--- src/hw/rtl/imgscl_pkg.sv ---
`timescale 1ns / 1ps
`default_nettype none
// ----------------------------------------------------------------------------
// Image scaler package
// Field widths, register indexes, payload structs and sequencer states shared
// by the scaler modules.
// ----------------------------------------------------------------------------
package imgscl_pkg;

    localparam int X_W         = 12;
    localparam int Y_W         = 12;
    localparam int PIX_W       = 8;
    localparam int SRC_W       = 10;
    localparam int TGT_W       = 12;
    localparam int STEP_W      = 24;
    localparam int CFG_INDEX_W = 3;
    localparam int CFG_DATA_W  = 24;

    localparam int DEF_MAX_COLUMNS   = 512;
    localparam int DEF_MAX_ROWS      = 512;
    localparam int DEF_FRACTION_BITS = 16;

    typedef enum logic {
        OP_LOAD    = 1'b0,
        OP_REQUEST = 1'b1
    } op_t;

    typedef enum logic {
        MODE_NEAREST  = 1'b0,
        MODE_BILINEAR = 1'b1
    } mode_t;

    typedef enum logic [CFG_INDEX_W-1:0] {
        REG_MODE           = 3'd0,
        REG_SOURCE_COLUMNS = 3'd1,
        REG_SOURCE_ROWS    = 3'd2,
        REG_TARGET_COLUMNS = 3'd3,
        REG_TARGET_ROWS    = 3'd4,
        REG_STEP           = 3'd5
    } cfg_reg_t;

    localparam logic [SRC_W-1:0]  RST_SOURCE_COLUMNS = 10'd512;
    localparam logic [SRC_W-1:0]  RST_SOURCE_ROWS    = 10'd512;
    localparam logic [TGT_W-1:0]  RST_TARGET_COLUMNS = 12'd1024;
    localparam logic [TGT_W-1:0]  RST_TARGET_ROWS    = 12'd1024;
    localparam logic [STEP_W-1:0] RST_STEP           = 24'd32768;

    typedef struct packed {
        op_t               op;
        logic [X_W-1:0]    x;
        logic [Y_W-1:0]    y;
        logic [PIX_W-1:0]  pixel;
    } req_item_t;

    typedef struct packed {
        logic [PIX_W-1:0]  out_pixel;
        logic              out_of_range;
    } rsp_item_t;

    typedef struct packed {
        logic [CFG_INDEX_W-1:0] index;
        logic [CFG_DATA_W-1:0]  data;
    } cfg_item_t;

    typedef struct packed {
        mode_t              mode;
        logic [SRC_W-1:0]   source_columns;
        logic [SRC_W-1:0]   source_rows;
        logic [TGT_W-1:0]   target_columns;
        logic [TGT_W-1:0]   target_rows;
        logic [STEP_W-1:0]  step;
    } cfg_t;

    typedef enum logic [3:0] {
        ST_IDLE,
        ST_WRITE,
        ST_MUL_X,
        ST_MUL_Y,
        ST_POS,
        ST_COORD,
        ST_RD00,
        ST_NEAR,
        ST_RD10,
        ST_RD01,
        ST_RD11,
        ST_B11,
        ST_TOP,
        ST_BOT,
        ST_SUM,
        ST_DONE
    } state_t;

endpackage

`default_nettype wire

--- src/hw/rtl/imgscl_mul.sv ---
`timescale 1ns / 1ps
`default_nettype none
// ----------------------------------------------------------------------------
// Image scaler shared multiplier
// Unsigned multiplier with a registered product, one result per cycle.
// ----------------------------------------------------------------------------
module imgscl_mul import imgscl_pkg::*; #(
    parameter int A_W = X_W,
    parameter int B_W = STEP_W
) (
    input  wire logic               clk,
    input  wire logic [A_W-1:0]     a,
    input  wire logic [B_W-1:0]     b,
    output logic [A_W+B_W-1:0]      prod
);

    logic [A_W+B_W-1:0] prod_reg;
    logic [A_W+B_W-1:0] prod_next;

    assign prod_next = (A_W+B_W)'(a) * (A_W+B_W)'(b);

    always_ff @(posedge clk)
    begin
        prod_reg <= prod_next;
    end

    assign prod = prod_reg;

endmodule

`default_nettype wire

--- config.mk ---
export PLATFORM = sky130hd
export DESIGN_NAME = imgscl_mul
export DESIGN_NICKNAME = d
export VERILOG_FILES = /design/src/hw/rtl/imgscl_pkg.sv /design/src/hw/rtl/imgscl_mul.sv
export SDC_FILE = /design/constraint.sdc
export NUM_CORES = 1
export LEC_CHECK = 0
export ABC_AREA = 1
export ABC_CLOCK_PERIOD_IN_PS = 4800
export BUFFER_PORTS_ARGS = -buffer_cell sky130_fd_sc_hd__buf_4
export CAP_MARGIN = 20
export CORE_UTILIZATION = 45
export CTS_CLUSTER_DIAMETER = 100
export DETAILED_ROUTE_END_ITERATION = 6
export GPL_TIMING_DRIVEN = 0
export SETUP_SLACK_MARGIN = 0.3
export SLEW_MARGIN = 0
export SYNTH_ARGS = -nofsm -noshare
export SYNTH_HDL_FRONTEND = slang
export SYNTH_SLANG_ARGS = --single-unit
--- constraint.sdc ---
create_clock -name clk -period 4.8 [get_ports clk]
set_input_delay 0.96 -clock clk [delete_from_list [all_inputs] [get_ports clk]]
set_output_delay 0.96 -clock clk [all_outputs]
set_load 0.01 [all_outputs]
---- After elaboration in Yosys (flattened, before gate mapping) ----
Cells that the tools add are included.
cells by class
  div/mod/pow operators ................... 0
  mux-type cells .......................... 0
  shift operators ......................... 0
  order comparisons ....................... 0
  $add $sub $neg .......................... 0
  reduce and logical (&&, ||, !) cells .... 0
  equal/unequal tests ..................... 0
  bitwise logic cells ..................... 0
  multiply operators ...................... 1
operator list
  operator                      number
  multiplier 12 x 24 -> 36 bit  1
storage, ports and cells
  word-level logic and storage cells ...... 2
  bits of input ports ..................... 37
  memories kept ........................... 0
  register bits after elaboration ......... 36
  bits in writable memories ............... 0
  latch bits .............................. 0
  memory bits (read-only) ................. 0

---- Logic depth before layout (Yosys ltp) ----
Gate-level depths: netlist (run 1).
  depth in word-level cells ............... 1
  mapped depth ............................ 23
  gate-level depth less buffers ........... 22

---- Least setup slack after synthesis (run 1) ----
No wires, ideal clock.
  kind .................................... input port to flip-flop
  start ................................... input a[3]
  end ..................................... register prod_reg[35], in the netlist prod[35]
  arrival time ............................ 4.946 ns
  required time ........................... 4.688 ns
  buffers on the path ..................... 1
  slack ................................... -0.259 ns
  stages on the path ...................... 21
  cells stage by stage .................... clkbuf_1 -> nand2_1 -> fa_1 -> fa_1 -> fa_1 -> inv_1 -> fa_1 -> inv_1 -> fa_1 -> inv_1 -> ha_1 -> nand2_2 -> inv_1 -> a21oi_1 -> nand2_2 -> nand2_1 -> nand2_2 -> nand2_1 -> nand2_1 -> nand2_1 -> nand2_1
on the way
  cells in the longest elaborated chain, start to end .. 1
RTL lines
  item                          RTL line          source
  from (decl)                   imgscl_mul.sv:12  input wire logic [A_W-1:0] a,
  multiplier 12 x 24 -> 36 bit  imgscl_mul.sv:20  assign prod_next = (A_W+B_W)'(a) * (A_W+B_W)'(b);
  via prod_next[35]             imgscl_mul.sv:18  logic [A_W+B_W-1:0] prod_next;
  to (signal assigned)          imgscl_mul.sv:24  prod_reg <= prod_next;
  to (decl)                     imgscl_mul.sv:17  logic [A_W+B_W-1:0] prod_reg;
The timed path passes the listed nets, and every way through them passes these cells.

---- Worst setup path after layout (run 1) ----
  start ................................... input a[6]
  end ..................................... register prod_reg[25], in the netlist prod[25]
Same word-level chain as after synthesis.

==> impl_metrics.py, run 1 <==
metrics = {
    "cells_and_area": {
        "fin_cells": 1900,
        "antennaDiodeCount": 0,
        "largest_reg_flops": 36,
        "final_nets": 1917,
        "area_delta_synth_final_pct": 29.5,
        "drive_gt1_frac": 0.248,
    },
    "synth": {
        "synth_edf_count": 0,
        "synth_common_cells": "516 x nand2_1, 448 x inv_1, 220 x fa_1, 74 x ha_1, 48 x clkbuf_1",
        "yosys_warnings": 0,
        "yosysMostFrequentCell": "nand2_1",
        "syn-num-nets": 1800,
        "ys.flop_type": "dfxtp_1",
        "synth_cells": 1469,
        "yosysUniqueCellTypes": 19,
        "ys_ff_latch": 36,
        "yosysTopAreaCell": "fa_1",
        "syn_area_per_cell_um2": 7.17,
        "synth_area_leaders": "fa_1 42%, nand2_1 18%, inv_1 16%",
        "syn-cell-area_um2": 10500,
        "yosys.area.top_type_share": 0.418,
        "async_flop_share": 0,
        "synth_seq_area_share": 0.0684,
    },
    "floorplanning": {
        "core_um2": 22800,
        "die-area_um2": 24000,
        "die_h_um": 155,
        "fp-row-count": 55,
        "die_w_um": 155,
        "initial_core_util": 0.463,
        "boundaryPins": 73,
    },
    "detailed_routing": {
        "num_vias": 9062,
        "firstDrtPassIters": 4,
        "via_per_inst": 4.77,
        "ant_nets": 0,
        "drt-total-wl_um": 29400,
        "wl_per_cell_um": 15.5,
        "post-route-drc-count": 0,
        "drt_iter0_drc": 353,
    },
    "global_routing": {
        "antenna_found_initial": 0,
        "globalRouteOverflowTotal": 0,
        "grt.total_usage": 0.260,
        "grt_max_degree": 12,
        "grt_pass1_vias": 9561,
        "grt_pass1_wl_um": 47400,
    },
    "timing": {
        "rsz0062_at_grt": "true",
        "finalWorstSetupSlack_ps": -138,
        "hold_viol": 0,
        "worst_slew_pin_slew_ps": 537,
        "finalCriticalPeriod_ps": 4940,
        "relSlewSlack": 0.642,
        "fmax_mhz": 203,
        "finalCritPeriodShare": 1.03,
        "setup_violations": 23,
        "drv_slew": 0,
    },
    "critical_path": {
        "worstSetupPathType": "in -> reg",
        "path_buf_inv": 8,
        "critPathArrivalTime_ps": 5110,
        "slowest_stage": "fa_1",
        "cp_top_family": "adder cells",
        "start_kind": "input port",
        "cp_cell_sequence": "buf_12, clkbuf_16, nand2_4, inv_2, fa_1, inv_2, fa_1, inv_1, fa_1, fa_1, inv_2, fa_1, inv_2, ha_4, nand2_4, inv_4, nand2_2, nand2_2, a21oi_2, nand2_4, nand2_2, nand2_1, nand2_1, nand2_1",
        "path_max_fanout": 5,
        "worst_path_largest_cell_delay_ps": 540,
        "cp.required_ps": 4980,
        "endpoint_kind": "register",
        "crit_top_cell": "fa_1",
    },
    "clocking": {
        "numCtsBuffers": 5,
        "cts_tree": "yes",
        "cts.htree.levels": 2,
        "clkSinkCount": 36,
        "clockBufferDepth": 2,
        "cts_root_buffer": "clkbuf_16",
        "clk_pin_slew_worst_paths_ps": 50,
        "cts-hold-fix-buffers": 0,
    },
    "min_path": {
        "hold_path.class": "in -> reg",
    },
    "status": {
        "status": "finished, violations left",
        "violations": "negative setup slack",
    },
    "placement": {
        "portBuffers": 72,
        "gp_congestion": 0.858,
        "hpwlAfterDp_um": 23700,
        "place_inst": 1854,
    },
    "flow_run": {
        "max_cap_viol_count": 0,
    },
}
-- path summary, 6_finish.rpt --
kind | depth (start not counted) | to | slack (ps) | from
min | 3 | prod[0] | 890 | b[0]
max | 24 | prod[25] | -140 | a[6]
-- routing by layer --
layer  GRT usage  vias up  part of all wire
li1            -     4312                 -
met1       0.307     4468              0.39
met2       0.479      226              0.51
met3      0.0384       56             0.058
met4      0.0877        0             0.033
met5           0        -                 0
-- area by class of cell --
type	instances	area, µm²
multi-input combinational	937	8990
timing repair buffer	110	988
tap	313	392
fill	2143	9130
buffer	48	707
inverter	448	1690
sequential	36	721
clock inverter	2	35.0
clock buffer	6	129
-- logic make-up after synthesis --
logic type | after synthesis | synth area share
xor gates and xnor gates | 16 | 0.0133
adders and majority gates | 294 | 0.506
AOI/OAI and AO/OA | 25 | 0.0132
and+or+nand+nor | 602 | 0.223
DFF | 36 | 0.0684
buffers and inverters | 496 | 0.177
-- timing repair --
action,in CTS,in global routing
gates resized for setup,137,158
pin swaps,59,74
setup endpoints to repair,28,28
cloned,5,1
setup buffers,24,8
-- placed cells by master, fill, tap and decap left out, types with 8 or more instances in the layout --
| cell | synthesis | layout |
|---|---|---|
| clkbuf_8 | 0 | 11 |
| a21oi_2 | 0 | 13 |
| buf_12 | 0 | 8 |
| fa_2 | 0 | 8 |
| xor2_1 | 12 | 8 |
| buf_8 | 0 | 8 |
| clkbuf_16 | 0 | 20 |
| buf_6 | 0 | 9 |
| nand2_2 | 10 | 74 |
| fa_1 | 220 | 212 |
| dfxtp_1 | 36 | 36 |
| nor2_2 | 0 | 9 |
| ha_4 | 0 | 21 |
| ha_1 | 74 | 51 |
| nand3_1 | 26 | 16 |
| nand2_1 | 516 | 423 |
| nand3_2 | 1 | 8 |
| inv_1 | 448 | 413 |
| buf_4 | 0 | 98 |
| inv_2 | 0 | 32 |
| nor2_1 | 40 | 16 |
| nor2_4 | 0 | 15 |
| nand2_4 | 0 | 28 |
-- per-stage QoR --
stage	setup WS [ps]	util	area (µm²)	hold slack (ps)	setup TNS [ps]
finish	-138	0.599	13600	892	-1900
global route	-296	0.599	13600	907	-5150
CTS	-189	0.574	13100	889	-2880
detailed placement	-771	0.532	12100	1180	-17110
global placement	-754	0.532	12100	1180	-16620
floorplan	-0.119	-	11200	1050	-0.119
Power of run 1 is left out: the tool's default activity adds up to more than one toggle a clock period on the data nets, which glitch-free logic cannot reach.
==> inputs of run 2 (changes only) <==
Settings changed: PLACE_DENSITY_LB_ADDON from default to 0.15, TNS_END_PERCENT from default to 50.
==> impl_metrics.py, run 2 (synthesized netlist as in run 1, its figures left out) <==
metrics = {
    "timing": {
        "rsz0062_at_grt": "true",
        "finalWorstSetupSlack_ps": -203,
        "hold_viol": 0,
        "finalCriticalPeriod_ps": 5000,
        "relSlewSlack": 0.809,
        "fmax_mhz": 200,
        "worst_slew_pin_slew_ps": 284,
        "drv_slew": 0,
        "setup_tns_ps": -2460,
        "finalCritPeriodShare": 1.04,
        "setup_violations": 22,
    },
    "cells_and_area": {
        "area_delta_synth_final_pct": 27.1,
        "final_nets": 1917,
        "drive_gt1_frac": 0.229,
        "final_common_cell": "nand2_1",
        "antennaDiodeCount": 0,
        "utilization": 0.588,
        "largest_reg_flops": 36,
        "final_cell_mix": "436 x nand2_1, 424 x inv_1, 207 x fa_1, 91 x buf_4, 67 x nand2_2",
    },
    "floorplanning": {
        "fp-row-count": 55,
        "die_h_um": 155,
        "boundaryPins": 73,
        "die-area_um2": 24000,
        "initial_core_util": 0.463,
        "die_w_um": 155,
        "core_um2": 22800,
    },
    "critical_path": {
        "cp_cell_sequence": "buf_12, clkbuf_16, buf_12, nand2_4, fa_1, inv_1, fa_2, fa_2, fa_1, inv_2, fa_1, inv_2, ha_4, nand2_4, inv_4, nand2_4, nor3_2, nand2_2, nand2_4, nand2_4, nand3_1, nand2_1",
        "cp.required_ps": 4970,
        "crit_start": "a[6]",
        "endpoint": "prod[26]",
        "worstSetupPathType": "in -> reg",
        "worst_path_largest_cell_delay_ps": 560,
        "slowest_stage": "fa_2",
        "crit_top_cell": "nand2_4",
        "path_buf_inv": 7,
        "start_kind": "input port",
        "critPathArrivalTime_ps": 5170,
        "endpoint_kind": "register",
        "path_max_fanout": 6,
        "cp.depth": 22,
        "cp_top_family": "adder cells",
    },
    "clocking": {
        "cts_root_buffer": "clkbuf_16",
        "cts_tree": "yes",
        "clockBufferDepth": 2,
        "clk_pin_slew_worst_paths_ps": 50,
        "numCtsBuffers": 5,
        "cts.htree.levels": 2,
        "clkSinkCount": 36,
    },
    "placement": {
        "portBuffers": 72,
        "hpwlAfterDp_um": 23200,
        "gp_congestion": 0.873,
    },
    "global_routing": {
        "grt.total_usage": 0.251,
        "grt_max_degree": 12,
        "grt_pass1_vias": 9529,
        "globalRouteOverflowTotal": 0,
        "antenna_found_initial": 0,
        "grt_pass1_wl_um": 46000,
    },
    "detailed_routing": {
        "drt-met1-wl_um": 11100,
        "met2_length_um": 14300,
        "via_per_inst": 4.78,
        "top_layer_used": "met4",
        "wl_per_cell_um": 14.9,
        "firstDrtPassIters": 5,
        "drt-total-wl_um": 28300,
        "wl_met3_um": 1680,
        "post-route-drc-count": 0,
        "ant_nets": 0,
        "num_vias": 9081,
        "drt_iter0_drc": 445,
    },
    "min_path": {
        "hold_path.class": "in -> reg",
    },
    "status": {
        "violations": "negative setup slack",
        "status": "finished, violations left",
    },
    "flow_run": {
        "max_cap_viol_count": 0,
    },
}
[run 2: changes by cell type in the layout (fill, tap and decap cells not counted), sizes merged]
cell    delta
buf        -4
clkbuf     +4
[run 2: worst min path at each step]
stage / start / to / slack, ps / cells past startpoint
3_3_place_gp: b[0] / prod[0] / 1170 / 3
6_report: b[0] / prod[0] / 890 / 3
4_1_cts: b[0] / prod[0] / 890 / 3
5_1_grt: b[0] / prod[0] / 920 / 3
3_5_place_dp: b[0] / prod[0] / 1180 / 3
2_1_floorplan: a[0] / prod[0] / 1050 / 2
[run 2: per-layer routing]
| layer | track usage | vias to the layer above |
|---|---|---|
| met5 | 0 | - |
| met4 | 0.0962 | 0 |
| met3 | 0.0362 | 72 |
| met2 | 0.459 | 273 |
| met1 | 0.296 | 4429 |
| li1 | - | 4307 |
[run 2: per-stage QoR]
stage,instance area (µm²),hold WS [ps],worst slack [ps],instances
2_1_floorplan,11100,1050,-0.119,1469
3_3_place_gp,12100,1170,-709,1854
3_5_place_dp,12100,1180,-751,1854
4_1_cts,12900,890,-201,1885
5_1_grt,13400,917,-368,1900
6_report,13400,888,-203,1900
[run 2: repair_timing]
item | 4_1_cts | 5_1_grt
pin swaps | 44 | 74
gates cloned | 3 | 1
endpoints found under the setup margin | 28 | 29
hold buffers | 0 | 0
resized for setup | 112 | 134
buffers inserted | 20 | 14
[run 2: cell type report]
class,count,area (µm²)
Buffer,48,652
Clock buffer,6,129
Clock inverter,2,35.0
Fill cell,2133,9390
Inverter,448,1690
Multi-Input combinational cell,937,8790
Sequential cell,36,721
Tap cell,313,392
Timing Repair Buffer,110,981
Power of run 2 is left out for the same reason.
